==> src/rtl/kop_pkg.sv <==
`default_nettype none
package kop_pkg;

   // Angle resolution of the Kepler iteration, in bits per turn
   localparam int ANGLE_BITS     = 24;
   localparam int MAX_ITERATIONS = 32;
   localparam int ITER_CNT_BITS  = $clog2(MAX_ITERATIONS);

   // Long division of time by period: 32 remainder steps, then the fraction bits
   localparam int DIV_STEPS    = 32 + ANGLE_BITS;
   localparam int DIV_CNT_BITS = $clog2(DIV_STEPS + 1);

   localparam logic [30:0] Q30_ONE        = 31'd1073741824;
   localparam logic [30:0] SC1            = 31'd1686629713;
   localparam logic [30:0] SC3            = 31'd693598668;
   localparam logic [30:0] SC5            = 31'd85569306;
   localparam logic [30:0] SC7            = 31'd5026995;
   localparam logic [30:0] SC9            = 31'd172272;
   localparam logic [30:0] SC11           = 31'd3864;
   localparam logic [31:0] INV_TWO_PI_Q32 = 32'd683565276;
   localparam logic [31:0] QUARTER_TURN   = 32'h4000_0000;

   localparam logic [23:0] SEMI_MAJOR_AXIS_RESET = 24'd884736;
   localparam logic [15:0] ECCENTRICITY_RESET    = 16'd0;
   localparam logic [31:0] ORBITAL_PERIOD_RESET  = 32'd1097728;
   localparam logic [15:0] ROTATION_ANGLE_RESET  = 16'd0;

   typedef logic [ANGLE_BITS-1:0] angle_type;

   typedef enum logic [1:0] {
      CSR_SEMI_MAJOR_AXIS = 2'd0,
      CSR_ECCENTRICITY    = 2'd1,
      CSR_ORBITAL_PERIOD  = 2'd2,
      CSR_ROTATION_ANGLE  = 2'd3
   } csr_index_type;

   typedef struct packed {
      logic [23:0] semi_major_axis;
      logic [15:0] eccentricity;
      logic [31:0] orbital_period;
      logic [15:0] rotation_angle;
   } cfg_type;

   typedef enum logic [1:0] {
      F_IDLE,
      F_DIV,
      F_PUSH
   } front_state_type;

   typedef enum logic [4:0] {
      B_IDLE,
      B_SQRT,
      B_ITER,
      B_SIN_Z2,
      B_SIN_HORN,
      B_SIN_OUT,
      B_STEP1,
      B_STEP2,
      B_COSE,
      B_SINE,
      B_COSR,
      B_SINR,
      B_YM,
      B_U1,
      B_U2,
      B_XF,
      B_DONE
   } back_state_type;

   typedef enum logic [2:0] {
      J_ITER,
      J_COSE,
      J_SINE,
      J_COSR,
      J_SINR
   } sine_job_type;

   // Horner coefficients of the sine polynomial, highest order first after z^11
   function automatic logic [30:0] horner_coef(input logic [2:0] k);
      logic [30:0] c;
      case (k)
         3'd0:    c = SC9;
         3'd1:    c = SC7;
         3'd2:    c = SC5;
         3'd3:    c = SC3;
         default: c = SC1;
      endcase
      return c;
   endfunction

endpackage
`default_nettype wire

==> src/rtl/kop_fifo.sv <==
`default_nettype none
module kop_fifo (
   input  wire logic                clock,
   input  wire logic                reset,
   input  wire logic                push,
   input  wire kop_pkg::angle_type  push_data,
   output logic                     full,
   input  wire logic                pop,
   output kop_pkg::angle_type       pop_data,
   output logic                     empty
);
   import kop_pkg::*;

   angle_type   mem_ff [2];
   logic        wr_ff;
   logic        rd_ff;
   logic [1:0]  count_ff;

   assign full     = (count_ff == 2'd2);
   assign empty    = (count_ff == 2'd0);
   assign pop_data = mem_ff[rd_ff];

   // Pointers and fill level
   always_ff @(posedge clock) begin
      if (reset) begin
         wr_ff    <= 1'b0;
         rd_ff    <= 1'b0;
         count_ff <= 2'd0;
      end else begin
         if (push) wr_ff <= !wr_ff;
         if (pop)  rd_ff <= !rd_ff;
         if (push && !pop)      count_ff <= count_ff + 2'd1;
         else if (pop && !push) count_ff <= count_ff - 2'd1;
      end
   end

   // Store entry
   always_ff @(posedge clock) begin
      if (push) mem_ff[wr_ff] <= push_data;
   end

endmodule
`default_nettype wire

==> config.mk <==
export PLATFORM = sky130hd
export DESIGN_NAME = kop_fifo
export DESIGN_NICKNAME = d
export VERILOG_FILES = /design/src/rtl/kop_pkg.sv /design/src/rtl/kop_fifo.sv
export SDC_FILE = /design/constraint.sdc
export NUM_CORES = 1
export LEC_CHECK = 0
export BUFFER_PORTS_ARGS = -buffer_cell sky130_fd_sc_hd__clkbuf_2
export CAP_MARGIN = 15
export CORE_MARGIN = 2
export CORE_UTILIZATION = 35
export CTS_CLUSTER_SIZE = 14
export DETAILED_ROUTE_END_ITERATION = 7
export PLACE_DENSITY = 0.6
export RECOVER_POWER = 25
export SKIP_LAST_GASP = 1
export SYNTH_ARGS = -nofsm -noshare
export SYNTH_HDL_FRONTEND = slang
export SYNTH_SLANG_ARGS = --single-unit
==> constraint.sdc <==
create_clock -name clock -period 3.35 [get_ports clock]
set_clock_uncertainty 0.15 [all_clocks]
set_input_delay 0.1675 -clock clock [delete_from_list [all_inputs] [get_ports clock]]
set_output_delay 0.1675 -clock clock [all_outputs]
set_load 0.05 [all_outputs]
Word-level counts from Yosys, hierarchy flattened
Memories as Yosys holds them, arrays and structs flattened. A register that Yosys moved wholly into a read port is not among the register bits.
Index checks and enable logic that the tools add are counted.
{"block": "totals", "output_inout_bits": 26, "ramBits": 48, "memories": 1, "input_bits": 28, "elab_cells": 21, "regBits": 4}
{"block": "classes", "mux": 6, "add_sub_neg": 2, "eq_ne": 1, "n_reduce_logical": 8}
{"name": "mem_ff", "depth": 2, "word_bits": 24, "rd": 1, "rd_clocked_by_memory_dff": 1, "wr": 1, "line": "kop_fifo.sv:14", "source": "angle_type mem_ff [2];"}
{"op": "$logic_not 1->1", "count": 4}
{"op": "$mux 1", "count": 4}
{"op": "$mux 2", "count": 2}
{"op": "$add 2x1->2 const B", "count": 1}
{"op": "$eq 2x2->1 const B", "count": 1}
{"op": "$logic_and 1x1->1", "count": 2}
{"op": "$logic_not 2->1", "count": 1}
{"op": "$reduce_bool 2->1", "count": 1}
{"op": "$sub 2x1->2 const B", "count": 1}

Depth between registers and ports, before layout
{"block": "depth", "word_depth": 4, "mapped_depth": 5, "depth_no_buf": 5}

Worst setup path after synthesis
No wires, ideal clock.
{"block": "synth_path", "path_kind": "register to register", "from": "reg wr_ff", "to": "mem mem_ff[0][0] (netlist bit) (enable)", "slack_ns": 1.376, "required_ns": 2.792, "period_less_slack_ns": 1.974, "arrival_ns": 1.416, "setup_ns": 0.408, "path_buffers": 0, "path_stages_with_launch": 2, "path_cell_list": "dfxtp_1 nor2b_1"}
{"element": "from (decl)", "line": "kop_fifo.sv:15", "source": "logic wr_ff;"}
{"element": "from (signal assigned)", "line": "kop_fifo.sv:30", "source": "if (push) wr_ff <= !wr_ff;"}
{"element": "to (decl)", "line": "kop_fifo.sv:14"}
Straight into the memory's write port.

==> results.md <==
- Die Y: 78.4 um
- # rows: 27
- Total clock sinks: 53
- Detailed Place HPWL: 2340 um
- Antenna violations before repair: 0
- Max-cap viol count: 0
- CP required: 3030 ps
- Crit-path cells: mux2_2 -> clkbuf_2
- Largest net degree at the start of global routing: 25
- Vias in the first global route: 1162
- Ports: 54
- CP Launch Type: flop
- Register Area: 0.00154 mm^2
- Final estimated routing congestion in global placement: 0.587
- Clk root buf: clkbuf_8
- Clock buffer count from CTS: 5
- Reg2reg end: mem_ff[1][13]
- Setup tns final: 0 ps
- Final #Nets: 210
- Most common cell after layout, fill and taps aside: edfxtp_1
- Pwr dens: 564 mW/mm^2
- Syn Std Cell Area: 0.00194 mm^2
- Sequential cell area fraction in the yosys report: 0.795
- Final ANT Viol Nets: 0
- CTS hold repair buffers: 25
- Setup bufs post-CTS: 0
- WS Path Type: reg -> out
- Synthesis Warnings: 0
- Die X: 78.4 um
- Drt wl/cell: 13.5 um
- Final non-filler cell area: 0.00265 mm^2
- TritonRoute pass-1 iters: 3
- H-tree Lvls: 2
- Crit path time final: 2340 ps
- Final setup viols: 0
- Crit share post-route: 0.700
- DR vias: 1098
- Starting Density: 0.357
- Synthesis-to-finish area growth: 36.4%
- Flops & latches, synth: 53
- Slowest stage cell, crit path: dfxtp_1
- Commonest non-fill, non-tap cells in the layout: edfxtp_1 (48), clkbuf_2 (44), dlygate4sd3_1 (25)
- CTS tree: yes
- VDD IR-drop max: 0.295 mV
- Clk buf depth: 2
- Residual DRC count: 0
- RSZ-0062 raised after global routing: no
- Final WL: 3440 um
- Total Routing Usage GR: 0.120
- Number of port buffers: 53
- Die area: 0.00615 mm^2
- Ratio of cells with drive above 1 in the final layout: 0.429
- Maximum fanout along the worst path: 24
- GRT overflow: 0
- Clock-pin slew on the worst setup and hold paths: 80 ps
- CP endpoint kind: primary output
- Core area: 0.00544 mm^2
- Dpl cell area: 0.00228 mm^2
- Slew Viols, Final: 0
- Reg2reg start: wr_ff
- Min-delay src: pop
- Run status: finished, final reports clean
- FMAX: 427 MHz
- Global-route wire length before repair: 5550 um
- First DRT Iteration DRCs: 57
- Avg Cell Area, Syn: 20.0 um^2
- Skew-Pair Late Insertion Delay: 290 ps
- Slew @ Worst Pin: 1090 ps
- Multi-input logic area: 377 um^2
- Crit path DAT: 2030 ps
- Filler cells: 480
- Post-CTS resize count: 0
- Final Hold Violating Endpoints: 0
- Worst hold path depth: 3
- Worst min path class: in -> reg
- Synth cell types: 16
- CP peak stage delay: 1050 ps
- # diodes: 0
- Via/cell ratio: 4.32
- Synthesized net count: 126
- Pleak: 0.000998 uW
- Max_slew headroom: 0.275
- Reg2Reg Depth: 2
- Mapped Cells: 97
- Worst R2R Setup Slack: 1770 ps
## logic make-up (layout without fill, tap and decap cells)
kind of cell / after synthesis / in the layout / synth area share
flops: 53 / 53 / 0.795
buf+inv: 4 / 89 / 0.0123
fa+ha+maj: 1 / 1 / 0.00645
compound gates: 2 / 2 / 0.00516
xor+xnor: 4 / 4 / 0.0181
mux: 24 / 24 / 0.139
simple gates: 9 / 9 / 0.0239
## worst max-delay path: cells and delay by family, from the launching register on
| family | cells | cell delay (ps) |
|---|---|---|
| flops | 1 | 1050 |
| mux | 1 | 440 |
| buf+inv | 1 | 250 |
## stage by stage
stage | hold slack [ps] | setup WS [ps] | utilization | cells | power, uW
finish | 19.6 | 1010 | 0.486 | 254 | 1490
global route | 21.8 | 849 | 0.486 | 254 | 1550
CTS | 11.7 | 960 | 0.486 | 253 | 1510
detailed placement | 210 | 1290 | 0.420 | 220 | 1080
global placement | 206 | 1320 | 0.420 | 220 | 1070
floorplan | 86.6 | 1380 | - | 97 | 1010
## Yosys cell counts
cell / number / area (um^2)
a21oi_1: 1 / 5.00
and2_1: 1 / 6.26
and2b_2: 1 / 8.76
buf_2: 1 / 5.00
buf_4: 2 / 15.0
dfxtp_1: 5 / 100
edfxtp_1: 48 / 1440
ha_1: 1 / 12.5
inv_1: 1 / 3.75
mux2_2: 24 / 270
nor2_1: 5 / 18.8
nor2b_1: 1 / 6.26
o21ai_0: 1 / 5.00
or3_1: 1 / 6.26
xnor2_1: 2 / 17.5
xor2_1: 2 / 17.5
## routing by layer
layer | global-route usage | wire (um) | part of all wire
met1 | 0.137 | 1450 | 0.42
met5 | 0 | 0 | 0
met3 | 0.0402 | 183 | 0.053
met2 | 0.209 | 1760 | 0.51
met4 | 0.0421 | 46 | 0.013
## power by group
group          leakage [uW]  switching [uW]  internal [uW]
clock network     0.0000528             190            221
logic              0.000453             193           97.6
registers          0.000492            24.0            768
total              0.000998             407           1090
## layout make-up
class | instances | share of cell area
Clock buffer | 6 | 0.0274
Clock inverter | 2 | 0.0128
Inverter | 1 | 0.00142
Multi-Input combinational cell | 40 | 0.142
Sequential cell | 53 | 0.583
Tap cell | 72 | 0.0341
Timing Repair Buffer | 80 | 0.199
## how the worst max path moves through the flow
| stage | slack [ps] | cells past startpoint | startpoint | end |
|---|---|---|---|---|
| 6_report | 1010 | 2 | flop | pop_data[8] |
| 5_1_grt | 850 | 2 | flop | pop_data[8] |
| 4_1_cts | 960 | 2 | flop | pop_data[8] |
| 3_5_place_dp | 1290 | 2 | flop | pop_data[8] |
| 3_3_place_gp | 1320 | 2 | flop | pop_data[8] |
| 2_1_floorplan | 1380 | 1 | wr_ff | mem_ff[0][0] |
## flip-flops by register name, summed over array words and instances, names as in the netlist, named ones only
signal    flops
mem_ff       48
count_ff      2
rd_ff         1
wr_ff         1
(Power assumes the default switching activity.)
