===== src/rtl/kop_pkg.sv =====
`default_nettype none
package kop_pkg;

   // Angle resolution of the Kepler iteration, in bits per turn
   localparam int ANGLE_BITS     = 24;
   localparam int MAX_ITERATIONS = 32;
   localparam int ITER_CNT_BITS  = $clog2(MAX_ITERATIONS);

   // Long division of time by period: 32 remainder steps, then the fraction bits
   localparam int DIV_STEPS    = 32 + ANGLE_BITS;
   localparam int DIV_CNT_BITS = $clog2(DIV_STEPS + 1);

   localparam logic [30:0] Q30_ONE        = 31'd1073741824;
   localparam logic [30:0] SC1            = 31'd1686629713;
   localparam logic [30:0] SC3            = 31'd693598668;
   localparam logic [30:0] SC5            = 31'd85569306;
   localparam logic [30:0] SC7            = 31'd5026995;
   localparam logic [30:0] SC9            = 31'd172272;
   localparam logic [30:0] SC11           = 31'd3864;
   localparam logic [31:0] INV_TWO_PI_Q32 = 32'd683565276;
   localparam logic [31:0] QUARTER_TURN   = 32'h4000_0000;

   localparam logic [23:0] SEMI_MAJOR_AXIS_RESET = 24'd884736;
   localparam logic [15:0] ECCENTRICITY_RESET    = 16'd0;
   localparam logic [31:0] ORBITAL_PERIOD_RESET  = 32'd1097728;
   localparam logic [15:0] ROTATION_ANGLE_RESET  = 16'd0;

   typedef logic [ANGLE_BITS-1:0] angle_type;

   typedef enum logic [1:0] {
      CSR_SEMI_MAJOR_AXIS = 2'd0,
      CSR_ECCENTRICITY    = 2'd1,
      CSR_ORBITAL_PERIOD  = 2'd2,
      CSR_ROTATION_ANGLE  = 2'd3
   } csr_index_type;

   typedef struct packed {
      logic [23:0] semi_major_axis;
      logic [15:0] eccentricity;
      logic [31:0] orbital_period;
      logic [15:0] rotation_angle;
   } cfg_type;

   typedef enum logic [1:0] {
      F_IDLE,
      F_DIV,
      F_PUSH
   } front_state_type;

   typedef enum logic [4:0] {
      B_IDLE,
      B_SQRT,
      B_ITER,
      B_SIN_Z2,
      B_SIN_HORN,
      B_SIN_OUT,
      B_STEP1,
      B_STEP2,
      B_COSE,
      B_SINE,
      B_COSR,
      B_SINR,
      B_YM,
      B_U1,
      B_U2,
      B_XF,
      B_DONE
   } back_state_type;

   typedef enum logic [2:0] {
      J_ITER,
      J_COSE,
      J_SINE,
      J_COSR,
      J_SINR
   } sine_job_type;

   // Horner coefficients of the sine polynomial, highest order first after z^11
   function automatic logic [30:0] horner_coef(input logic [2:0] k);
      logic [30:0] c;
      case (k)
         3'd0:    c = SC9;
         3'd1:    c = SC7;
         3'd2:    c = SC5;
         3'd3:    c = SC3;
         default: c = SC1;
      endcase
      return c;
   endfunction

endpackage
`default_nettype wire


===== src/rtl/kop_front.sv =====
`default_nettype none
module kop_front (
   input  wire logic                clock,
   input  wire logic                reset,
   input  wire logic                req_valid,
   output logic                     req_stall,
   input  wire logic [31:0]         req_sample_time,
   input  wire logic [31:0]         period,
   output logic                     push,
   output kop_pkg::angle_type       push_data,
   input  wire logic                fifo_full
);
   import kop_pkg::*;

   front_state_type          state_ff, state_in;
   logic [31:0]              rem_ff;
   logic [31:0]              dvd_ff;
   angle_type                q_ff;
   logic [DIV_CNT_BITS-1:0]  cnt_ff;

   logic [32:0] rem_sh;
   logic [32:0] rem_sub;
   logic        fits;

   // One restoring division step: shift in the next dividend bit
   assign rem_sh  = {rem_ff, dvd_ff[31]};
   assign fits    = rem_sh >= {1'b0, period};
   assign rem_sub = rem_sh - {1'b0, period};

   // Next state
   always_comb begin
      state_in = state_ff;
      unique case (state_ff)
         F_IDLE: if (req_valid) state_in = F_DIV;
         F_DIV:  if (cnt_ff == DIV_CNT_BITS'(DIV_STEPS - 1)) state_in = F_PUSH;
         F_PUSH: if (!fifo_full) state_in = F_IDLE;
         default: state_in = F_IDLE;
      endcase
   end

   // Outputs: a zero period gives a zero mean anomaly
   always_comb begin
      req_stall = (state_ff != F_IDLE);
      push      = (state_ff == F_PUSH) && !fifo_full;
      push_data = (period == 32'd0) ? '0 : q_ff;
   end

   always_ff @(posedge clock) begin
      if (reset) begin
         state_ff <= F_IDLE;
      end else begin
         state_ff <= state_in;
      end
   end

   // Divider datapath
   always_ff @(posedge clock) begin
      if (state_ff == F_IDLE) begin
         dvd_ff <= req_sample_time;
         rem_ff <= '0;
         cnt_ff <= '0;
      end else if (state_ff == F_DIV) begin
         rem_ff <= fits ? rem_sub[31:0] : rem_sh[31:0];
         dvd_ff <= {dvd_ff[30:0], 1'b0};
         q_ff   <= {q_ff[ANGLE_BITS-2:0], fits};
         cnt_ff <= cnt_ff + DIV_CNT_BITS'(1);
      end
   end

endmodule
`default_nettype wire


===== config.mk =====
export PLATFORM = sky130hd
export DESIGN_NAME = kop_front
export DESIGN_NICKNAME = d
export VERILOG_FILES = /design/src/rtl/kop_pkg.sv /design/src/rtl/kop_front.sv
export SDC_FILE = /design/constraint.sdc
export NUM_CORES = 1
export LEC_CHECK = 0
export ABC_AREA = 1
export BUFFER_PORTS_ARGS = -buffer_cell sky130_fd_sc_hd__buf_2
export CAP_MARGIN = 5
export CORE_ASPECT_RATIO = 0.8
export CORE_UTILIZATION = 59
export DETAILED_ROUTE_END_ITERATION = 7
export PLACE_DENSITY = 0.79
export SLEW_MARGIN = 25
export SYNTH_ARGS = -nofsm -noshare
export SYNTH_HDL_FRONTEND = slang
export SYNTH_SLANG_ARGS = --single-unit

===== constraint.sdc =====
create_clock -name clock -period 2.4 [get_ports clock]
set_input_delay 0 -clock clock [delete_from_list [all_inputs] [get_ports clock]]
set_output_delay 0 -clock clock [all_outputs]
set_load 0.01 [all_outputs]

After elaboration in Yosys (flattened, before gate mapping)
Cells that the tools add are included.
{"block": "totals", "reg_bits": 96, "in_bits": 68, "output_inout_bits": 26}
{"block": "op_classes", "addsub": 2, "order_cmp": 1, "n_eq_ne": 6, "mux": 8, "bitwise": 1, "reduce_logical": 8}
{"operator": "32-bit two-way mux", "count": 3}
{"operator": "33-bit by 32-bit greater-or-equal comparator with 1-bit output", "count": 1}
{"operator": "32-bit logical NOT", "count": 1}
{"operator": "32-bit subtractor", "count": 1}
{"operator": "24-bit two-way mux", "count": 1}
{"operator": "6-bit by 1-bit adder with 6-bit output (second input constant)", "count": 1}
{"operator": "6-bit equality test (second input constant)", "count": 1}
{"operator": "2-bit two-way mux", "count": 3}
{"operator": "2-bit != test (second input constant)", "count": 3}
{"operator": "2-bit one-hot mux with 3 select lines", "count": 1}
{"operator": "2-bit nonzero test", "count": 2}
{"operator": "3-bit AND reduction", "count": 1}
{"operator": "2-bit by 1-bit equality test with 1-bit output (second input constant)", "count": 1}
{"operator": "2-bit equality test (second input constant)", "count": 1}
{"operator": "2-bit logical NOT", "count": 1}
{"operator": "2-bit AND reduction", "count": 1}
{"operator": "1-bit logical AND", "count": 1}
{"operator": "1-bit logical NOT", "count": 1}
{"operator": "1-bit NOT", "count": 1}

Logic depth before layout (Yosys ltp)
Gate-level depths: netlist of run 1.
{"block": "depth", "word_depth": 3, "mapped_depth": 17}

Worst setup path before layout of run 1
Ideal clock, no wire load.
{"block": "synth_timing", "path_type": "register -> register", "startpoint": "register dvd_ff[31]", "endpoint": "register rem_ff[16]", "setup_ns": 0.114, "arrival_time_ns": 1.734, "slack_ns": 0.552, "path_stages_with_launch": 15, "path_buffers": 0, "period_less_slack_ns": 1.848, "cell_sequence": "edfxtp_1 inv_1 ha_1 fa_1 inv_1 nand3_1 nand3_1 nand2_1 nand3_1 nand2_1 nand2_1 xnor2_1 nand2_1 nand3_1 nand2_1"}
{"block": "synth_via", "elab_chain_len": 2, "word_cells_on_any_way": 3, "classes_between": "add/sub (1); order compare (1); mux (1)"}
{"element": "start, declared", "line_no": "kop_front.sv:17", "source": "logic [31:0] dvd_ff;"}
{"element": "start signal, assigned", "line_no": "kop_front.sv:59", "source": "dvd_ff <= req_sample_time;"}
{"element": "start signal, assigned", "line_no": "kop_front.sv:64", "source": "dvd_ff <= {dvd_ff[30:0], 1'b0};"}
{"element": "32-bit subtractor / 33-bit by 32-bit greater-or-equal comparator with 1-bit output (equally long branches)", "line_no": "kop_front.sv:28, kop_front.sv:27"}
{"element": "32-bit two-way mux *", "line_no": "kop_front.sv:63", "source": "rem_ff <= fits ? rem_sub[31:0] : rem_sh[31:0];"}
{"element": "end signal, assigned", "line_no": "kop_front.sv:63"}
{"element": "end, declared", "line_no": "kop_front.sv:16", "source": "logic [31:0] rem_ff;"}
Every way passes the cells marked *; elsewhere a longest branch is shown, timed or not.
A chain may end at the register's enable or synchronous reset.

Worst setup path in the final report of run 1
{"block": "layout_timing", "startpoint": "register rem_ff[27]", "endpoint": "register rem_ff[18]"}
{"block": "layout_via", "elab_chain_len": 2}
{"element": "33-bit by 32-bit greater-or-equal comparator with 1-bit output", "line_no": "kop_front.sv:27", "source": "assign fits = rem_sh >= {1'b0, period};"}
{"element": "32-bit two-way mux", "line_no": "kop_front.sv:63"}
Every way passes these cells.

==> flow_metrics.py, run 1 <==
metrics = {
    "layout": {
        "seqCellArea_um2": 2480,
        "nNetsFinal": 1271,
        "final_area_um2": 8170,
        "fin_cells": 1318,
        "antennaDiodeCount": 0,
        "multi_input_area_um2": 3580,
        "num-fill-cells": 927,
        "fin_util_pct": 73.3,
        "drive_gt1_share_pct": 12.0,
        "area_delta_synth_final_pct": 18.3,
    },
    "synthesis": {
        "syn_area_um2": 6900,
        "ys_warn_count": 0,
        "ys_ff_latch": 96,
        "yosysSeqAreaShare_pct": 36.0,
        "synth_area_per_cell_um2": 6.62,
        "synth_edf_count": 56,
        "ys_async_sr_fraction_pct": 0,
        "synth_nets": 1145,
        "ys_types": 39,
        "synth_flop_cell": "edfxtp_1",
        "synthCells": 1043,
    },
    "pwr": {
        "clkPwrFrac_pct": 34.3,
        "irDropWorstVdd_mv": 0.411,
        "total_power_mw": 4.12,
        "switching_power_mw": 1.20,
        "combPwrFrac_pct": 17.1,
        "internal_power_mw": 2.93,
        "seqPwrFrac_pct": 48.6,
        "switching_share_pct": 29.0,
        "leakagePower_nw": 4.50,
        "power_density_nw_per_um2": 505,
    },
    "timing": {
        "finalHoldViolations": 0,
        "timing.final.ws_setup_ns": 0.151,
        "relSlewSlack_pct": 69.5,
        "setup_viol": 0,
        "min_period_ns": 2.25,
        "clock_skew_ns": 0.0100,
        "post-route-period-util_pct": 93.7,
        "slew_viol_final": 0,
        "tns_ns": 0,
        "whs_ns": 0.158,
        "worst_pin_slew_ns": 0.458,
        "rsz0062_at_grt": "false",
        "timing.fmax_mhz": 445,
    },
    "floorplanning": {
        "die_x_um": 123,
        "dieArea_um2": 12100,
        "die_h_um": 98.7,
        "start_util_pct": 61.9,
        "std_cell_rows": 34,
        "core-area_um2": 11100,
        "io_pins": 94,
    },
    "setup_path": {
        "cp_max_fo": 23,
        "crit_chain": "ha_1 > a21oi_1 > nand2_1 > a21oi_1 > o21ai_2 > nor2_4 > buf_6 > nand3b_1 > nand3_1 > nand2_1",
        "crit_start": "rem_ff[27]$_SDFFE_PP0P_",
        "rr_startpoint": "rem_ff[27]$_SDFFE_PP0P_",
        "critPathBufInv": 1,
        "cpPeakStageDelay_ns": 0.33,
        "required_ns": 2.65,
        "r2r-end": "rem_ff[18]$_SDFFE_PP0P_",
        "startpoint_type": "register",
        "crit_type": "reg -> reg",
        "worst-r2r-setup-slack_ns": 0.15,
        "reg2regPathDepth": 10,
        "end_kind": "register",
        "cp.arrival_ns": 2.50,
        "cp_top_family": "simple AND/OR/NAND/NOR gates",
        "cp_slowest_cell": "ha_1",
    },
    "cts": {
        "clkSinkCount": 96,
        "cts_max_level": 3,
        "root_buffer": "clkbuf_16",
        "cts_buffers": 9,
        "clock_latency_ns": 0.35,
        "clock_path_buffers": 2,
        "cts_setup_buffers": 0,
        "cts_tree": "done",
        "cts.reportedPaths.clkPinSlew_ns": 0.07,
    },
    "drt": {
        "dr.pass1.iters": 6,
        "wl_um": 18900,
        "antenna_left": 0,
        "drt-initial-drc-count": 597,
        "drc": 0,
        "wl_per_cell_um": 14.4,
        "vias_per_cell": 5.19,
        "route.vias.total": 6842,
    },
    "min_path": {
        "hp-start": "period[0]",
        "min_delay_path_depth": 5,
        "min_path_type": "in -> reg",
        "hold_end": "rem_ff[0]$_SDFFE_PP0P_",
    },
    "flow_run": {
        "maxCapViolations": 0,
    },
    "global_route": {
        "grt_util_all_layers_pct": 32.2,
        "gr-total-overflow": 0,
        "grt_pass1_wl_um": 30000,
        "grt_max_degree": 48,
        "antenna_found_initial": 0,
        "grt_pass1_vias": 6191,
    },
    "place": {
        "dp_hpwl_um": 13600,
        "dp.cells": 1267,
        "placed_cell_area_um2": 7520,
        "port-buffer-count": 93,
        "preCtsSetupSlack_ns": 0.134,
        "finalWeightedCongestion": 1.01,
    },
    "outcome": {
        "outcome": "completed",
    },
}
worst max path at each step:
| stage | end | slack (ns) | cells after the start |
|---|---|---|---|
| after detailed placement | rem_ff[20]$_SDFFE_PP0P_ | 0.13 | 15 |
| final | rem_ff[18]$_SDFFE_PP0P_ | 0.15 | 10 |
| after global placement | rem_ff[18]$_SDFFE_PP0P_ | 0.16 | 10 |
| after CTS | rem_ff[20]$_SDFFE_PP0P_ | 0.13 | 15 |
| after global routing | rem_ff[18]$_SDFFE_PP0P_ | 0.03 | 12 |
| after floorplan | rem_ff[16]$_SDFFE_PP0P_ | 0.55 | 14 |
power by group through the flow:
stage / clock, mW / sequential (mW) / combinational [mW]
4_1_cts: 1.41 / 2.00 / 0.689
5_1_grt: 1.49 / 2.02 / 0.780
3_3_place_gp: 0 / 2.03 / 0.627
3_5_place_dp: 0 / 2.04 / 0.640
6_report: 1.41 / 2.00 / 0.706
2_1_floorplan: 0 / 2.01 / 0.421
what timing repair did:
action | in CTS | in global routing
setup endpoints to repair | 0 | 23
hold buffers | 35 | 0
endpoints found under the hold margin | 34 | 0
resized for setup | 0 | 4
cells in the final DEF, fill, tap and decap left out, types with 9 or more instances in the layout:
cell type,n
buf_4,11
nand2_1,439
a21oi_1,23
buf_2,93
inv_1,188
clkbuf_16,9
xnor2_1,14
nand3b_1,40
dfxtp_1,40
nor3_1,11
ha_1,33
nor2_1,62
edfxtp_1,56
dlygate4sd3_1,35
nand3_1,57
cells by family after synthesis:
family,Yosys count,synth area share (%)
flip-flops,96,36.0
XOR/XNOR,15,1.90
adder cells (fa/ha/maj),34,6.27
AND/OR/NAND/NOR,648,40.5
AO/OA/AOI/OAI,35,2.81
buffers and inverters,215,12.5
area by class of cell:
type	instances	share of cell area (%)
multi-input combinational	732	43.9
sequential	96	30.4
timing repair buffer	141	11.4
inverter	189	8.69
clock buffer	10	2.80
tap	144	2.21
clock inverter	6	0.644
registers in the layout, summed over array words and instances, names as in the netlist:
name	count
dvd_ff	32
rem_ff	32
q_ff	24
cnt_ff	6
state_ff	2
per-layer routing:
| layer | vias to the layer above | track usage, % | wire length, um |
|---|---|---|---|
| met5 | - | 0 | 0 |
| met4 | 0 | 9.19 | 355 |
| met3 | 30 | 5.44 | 1400 |
| met2 | 265 | 49.3 | 8200 |
| met1 | 3087 | 46.6 | 8980 |
| li1 | 3460 | - | - |
cells in the mapped netlist (2+ instances only):
cell type  number  share of area [%]
buf_4           5               0.54
nor2_1         65                3.5
a21o_1          2               0.22
a21oi_1        23                1.7
nand4_1         7               0.63
nand3_1        57                4.1
nand2_2         4               0.36
nor3_1         12               0.87
xnor2_1        14                1.8
nand2_1       440                 24
o21ai_0         5               0.36
edfxtp_1       56                 24
nand3b_1       40                4.4
buf_2           6               0.44
and2_1          5               0.45
nor2_2          3               0.27
dfxtp_1        40                 12
inv_1         188                 10
nor2_4          2               0.33
nor4_1          7               0.63
buf_6           2               0.33
ha_1           33                6.0
clkbuf_1       11               0.60
worst reg2reg max path, stage by stage (launching register included):
cell and delay (ns):
dfxtp_1 0.32, ha_1 0.33, a21oi_1 0.27, nand2_1 0.14
a21oi_1 0.21, o21ai_2 0.10, nor2_4 0.18, buf_6 0.27
nand3b_1 0.16, nand3_1 0.11, nand2_1 0.05
Power figures use the tool's default switching activity.
==> run 2, diff against run 1 <==
--- a/config.mk
+++ b/config.mk
@@ -11,6 +11,7 @@
 export CORE_ASPECT_RATIO = 0.8
 export CORE_UTILIZATION = 59
 export DETAILED_ROUTE_END_ITERATION = 7
+export MAX_ROUTING_LAYER = met4
 export PLACE_DENSITY = 0.79
 export SLEW_MARGIN = 25
 export SYNTH_ARGS = -nofsm -noshare
==> flow_metrics.py, run 2 (synthesis results as in run 1) <==
metrics = {
    "drt": {
        "dr.pass1.iters": 5,
        "drc": 0,
        "wl_um": 19500,
        "vias_per_cell": 5.27,
        "route.vias.total": 6945,
        "drt-initial-drc-count": 608,
        "wl_per_cell_um": 14.8,
        "antenna_left": 0,
    },
    "min_path": {
        "hp-start": "period[0]",
        "min_path_type": "in -> reg",
    },
    "pwr": {
        "irDropWorstVdd_mv": 0.414,
        "internal_power_mw": 2.92,
        "total_power_mw": 4.13,
        "clkPwrFrac_pct": 34.1,
        "leakagePower_nw": 4.50,
        "power_density_nw_per_um2": 504,
        "switching_share_pct": 29.2,
        "seqPwrFrac_pct": 48.7,
        "combPwrFrac_pct": 17.2,
        "switching_power_mw": 1.20,
    },
    "timing": {
        "rsz0062_at_grt": "false",
        "timing.fmax_mhz": 441,
        "whs_ns": 0.156,
        "post-route-period-util_pct": 94.5,
        "setup_viol": 0,
        "worst_pin_slew_ns": 0.517,
        "clock_skew_ns": 0.0130,
        "slew_viol_final": 0,
        "relSlewSlack_pct": 65.5,
        "min_period_ns": 2.27,
        "finalHoldViolations": 0,
    },
    "layout": {
        "mostFrequentLayoutCells": "nand2_1, inv_1, buf_2, nor2_1, nand3_1",
        "mostFrequentLayoutCell": "nand2_1",
        "area_delta_synth_final_pct": 18.8,
        "seqCellArea_um2": 2480,
        "drive_gt1_share_pct": 12.2,
        "nNetsFinal": 1271,
        "multi_input_area_um2": 3590,
        "num-fill-cells": 929,
        "antennaDiodeCount": 0,
        "largestRegisters": "dvd_ff x32, rem_ff x32, q_ff x24",
    },
    "global_route": {
        "grt_util_all_layers_pct": 34.1,
        "grt_pass1_wl_um": 30700,
        "grt_pass1_vias": 6312,
        "gr-total-overflow": 0,
        "grt_max_degree": 48,
        "antenna_found_initial": 0,
    },
    "cts": {
        "clkSinkCount": 96,
        "cts_max_level": 3,
        "cts.reportedPaths.clkPinSlew_ns": 0.08,
        "clock_latency_ns": 0.35,
        "cts_tree": "done",
        "root_buffer": "clkbuf_16",
        "clock_path_buffers": 2,
        "cts_buffers": 9,
    },
    "floorplanning": {
        "std_cell_rows": 34,
        "dieArea_um2": 12100,
        "io_pins": 94,
        "start_util_pct": 61.9,
        "die_x_um": 123,
        "core-area_um2": 11100,
        "die_h_um": 98.7,
    },
    "outcome": {
        "outcome": "completed",
    },
    "setup_path": {
        "rr_startpoint": "rem_ff[27]$_SDFFE_PP0P_",
        "crit_type": "reg -> reg",
        "cp_max_fo": 33,
        "required_ns": 2.70,
        "startpoint_type": "register",
        "cp.arrival_ns": 2.57,
        "crit_start": "rem_ff[27]$_SDFFE_PP0P_",
        "end_kind": "register",
    },
    "flow_run": {
        "maxCapViolations": 0,
    },
    "place": {
        "finalWeightedCongestion": 0.978,
        "dp_hpwl_um": 13800,
        "port-buffer-count": 93,
    },
}
run 2: cell count changes in the layout (fill, tap and decap cells not counted), sizes merged:
cell / before / now
clkinv: 3 / 1
clkinvlp: 2 / 4
run 2: cell type report:
type	instances	area share (%)
clock buffers	10	2.79
well taps	144	2.20
repair buffers	141	11.6
clock inverters	6	0.641
inverters	189	8.66
flip-flops and latches	96	30.3
multi-input cells	732	43.8
run 2: routing by layer:
metal  vias to the layer above  routed length [um]  global-route usage (%)
met4                         0                 352                    6.75
met5                         -                   0                       -
met3                        36                1610                    6.19
li1                       3465                   -                       -
met1                      3171                9010                    47.7
met2                       273                8500                    51.8
run 2: path summary, 6_finish.rpt:
path                             end  slack [ns]  cells after the start
min           rem_ff[0]$_SDFFE_PP0P_        0.16                      5
min reg2reg        q_ff[3]$_DFFE_PP_        0.45                      0
max reg2reg  rem_ff[22]$_SDFFE_PP0P_        0.13                     11
max          rem_ff[22]$_SDFFE_PP0P_        0.13                     11
run 2: power groups by stage:
stage          clock, mW  combinational, mW  sequential (mW)
3_3_place_gp           0              0.624             2.03
3_5_place_dp           0              0.636             2.03
4_1_cts             1.41              0.684             2.00
6_report            1.41              0.711             2.01
2_1_floorplan          0              0.421             2.01
5_1_grt             1.47              0.793             2.02
run 2: per-stage QoR:
step                setup TNS [ns]  std cells  worst slack, ns  utilization [%]  area, um2
floorplan                        0       1043            0.552                -       6900
global placement           -0.0268       1265          -0.0169             67.3       7500
CTS                              0       1316           0.0286             73.0       8140
global route                     0       1318          0.00444             73.5       8200
detailed placement       -0.000502       1265        -0.000502             67.3       7500
finish                           0       1318            0.132             73.5       8200
run 2: critical path: stages, from the launching register on:
cell	delay, ns
dfxtp_1	0.33
ha_1	0.34
a21oi_1	0.25
nand2_1	0.12
a21oi_2	0.18
o21ai_2	0.09
nor2_4	0.27
buf_12	0.15
nand2_8	0.16
nand2_1	0.13
nand3_1	0.08
nand2_1	0.08
run 2: what timing repair did:
action,4_1_cts,5_1_grt
buffers inserted,0,2
pin swaps,0,1
hold buffers,35,0
gates cloned,0,0
hold endpoints to repair,34,0
endpoints found under the setup margin,1,33
gates resized for setup,1,7
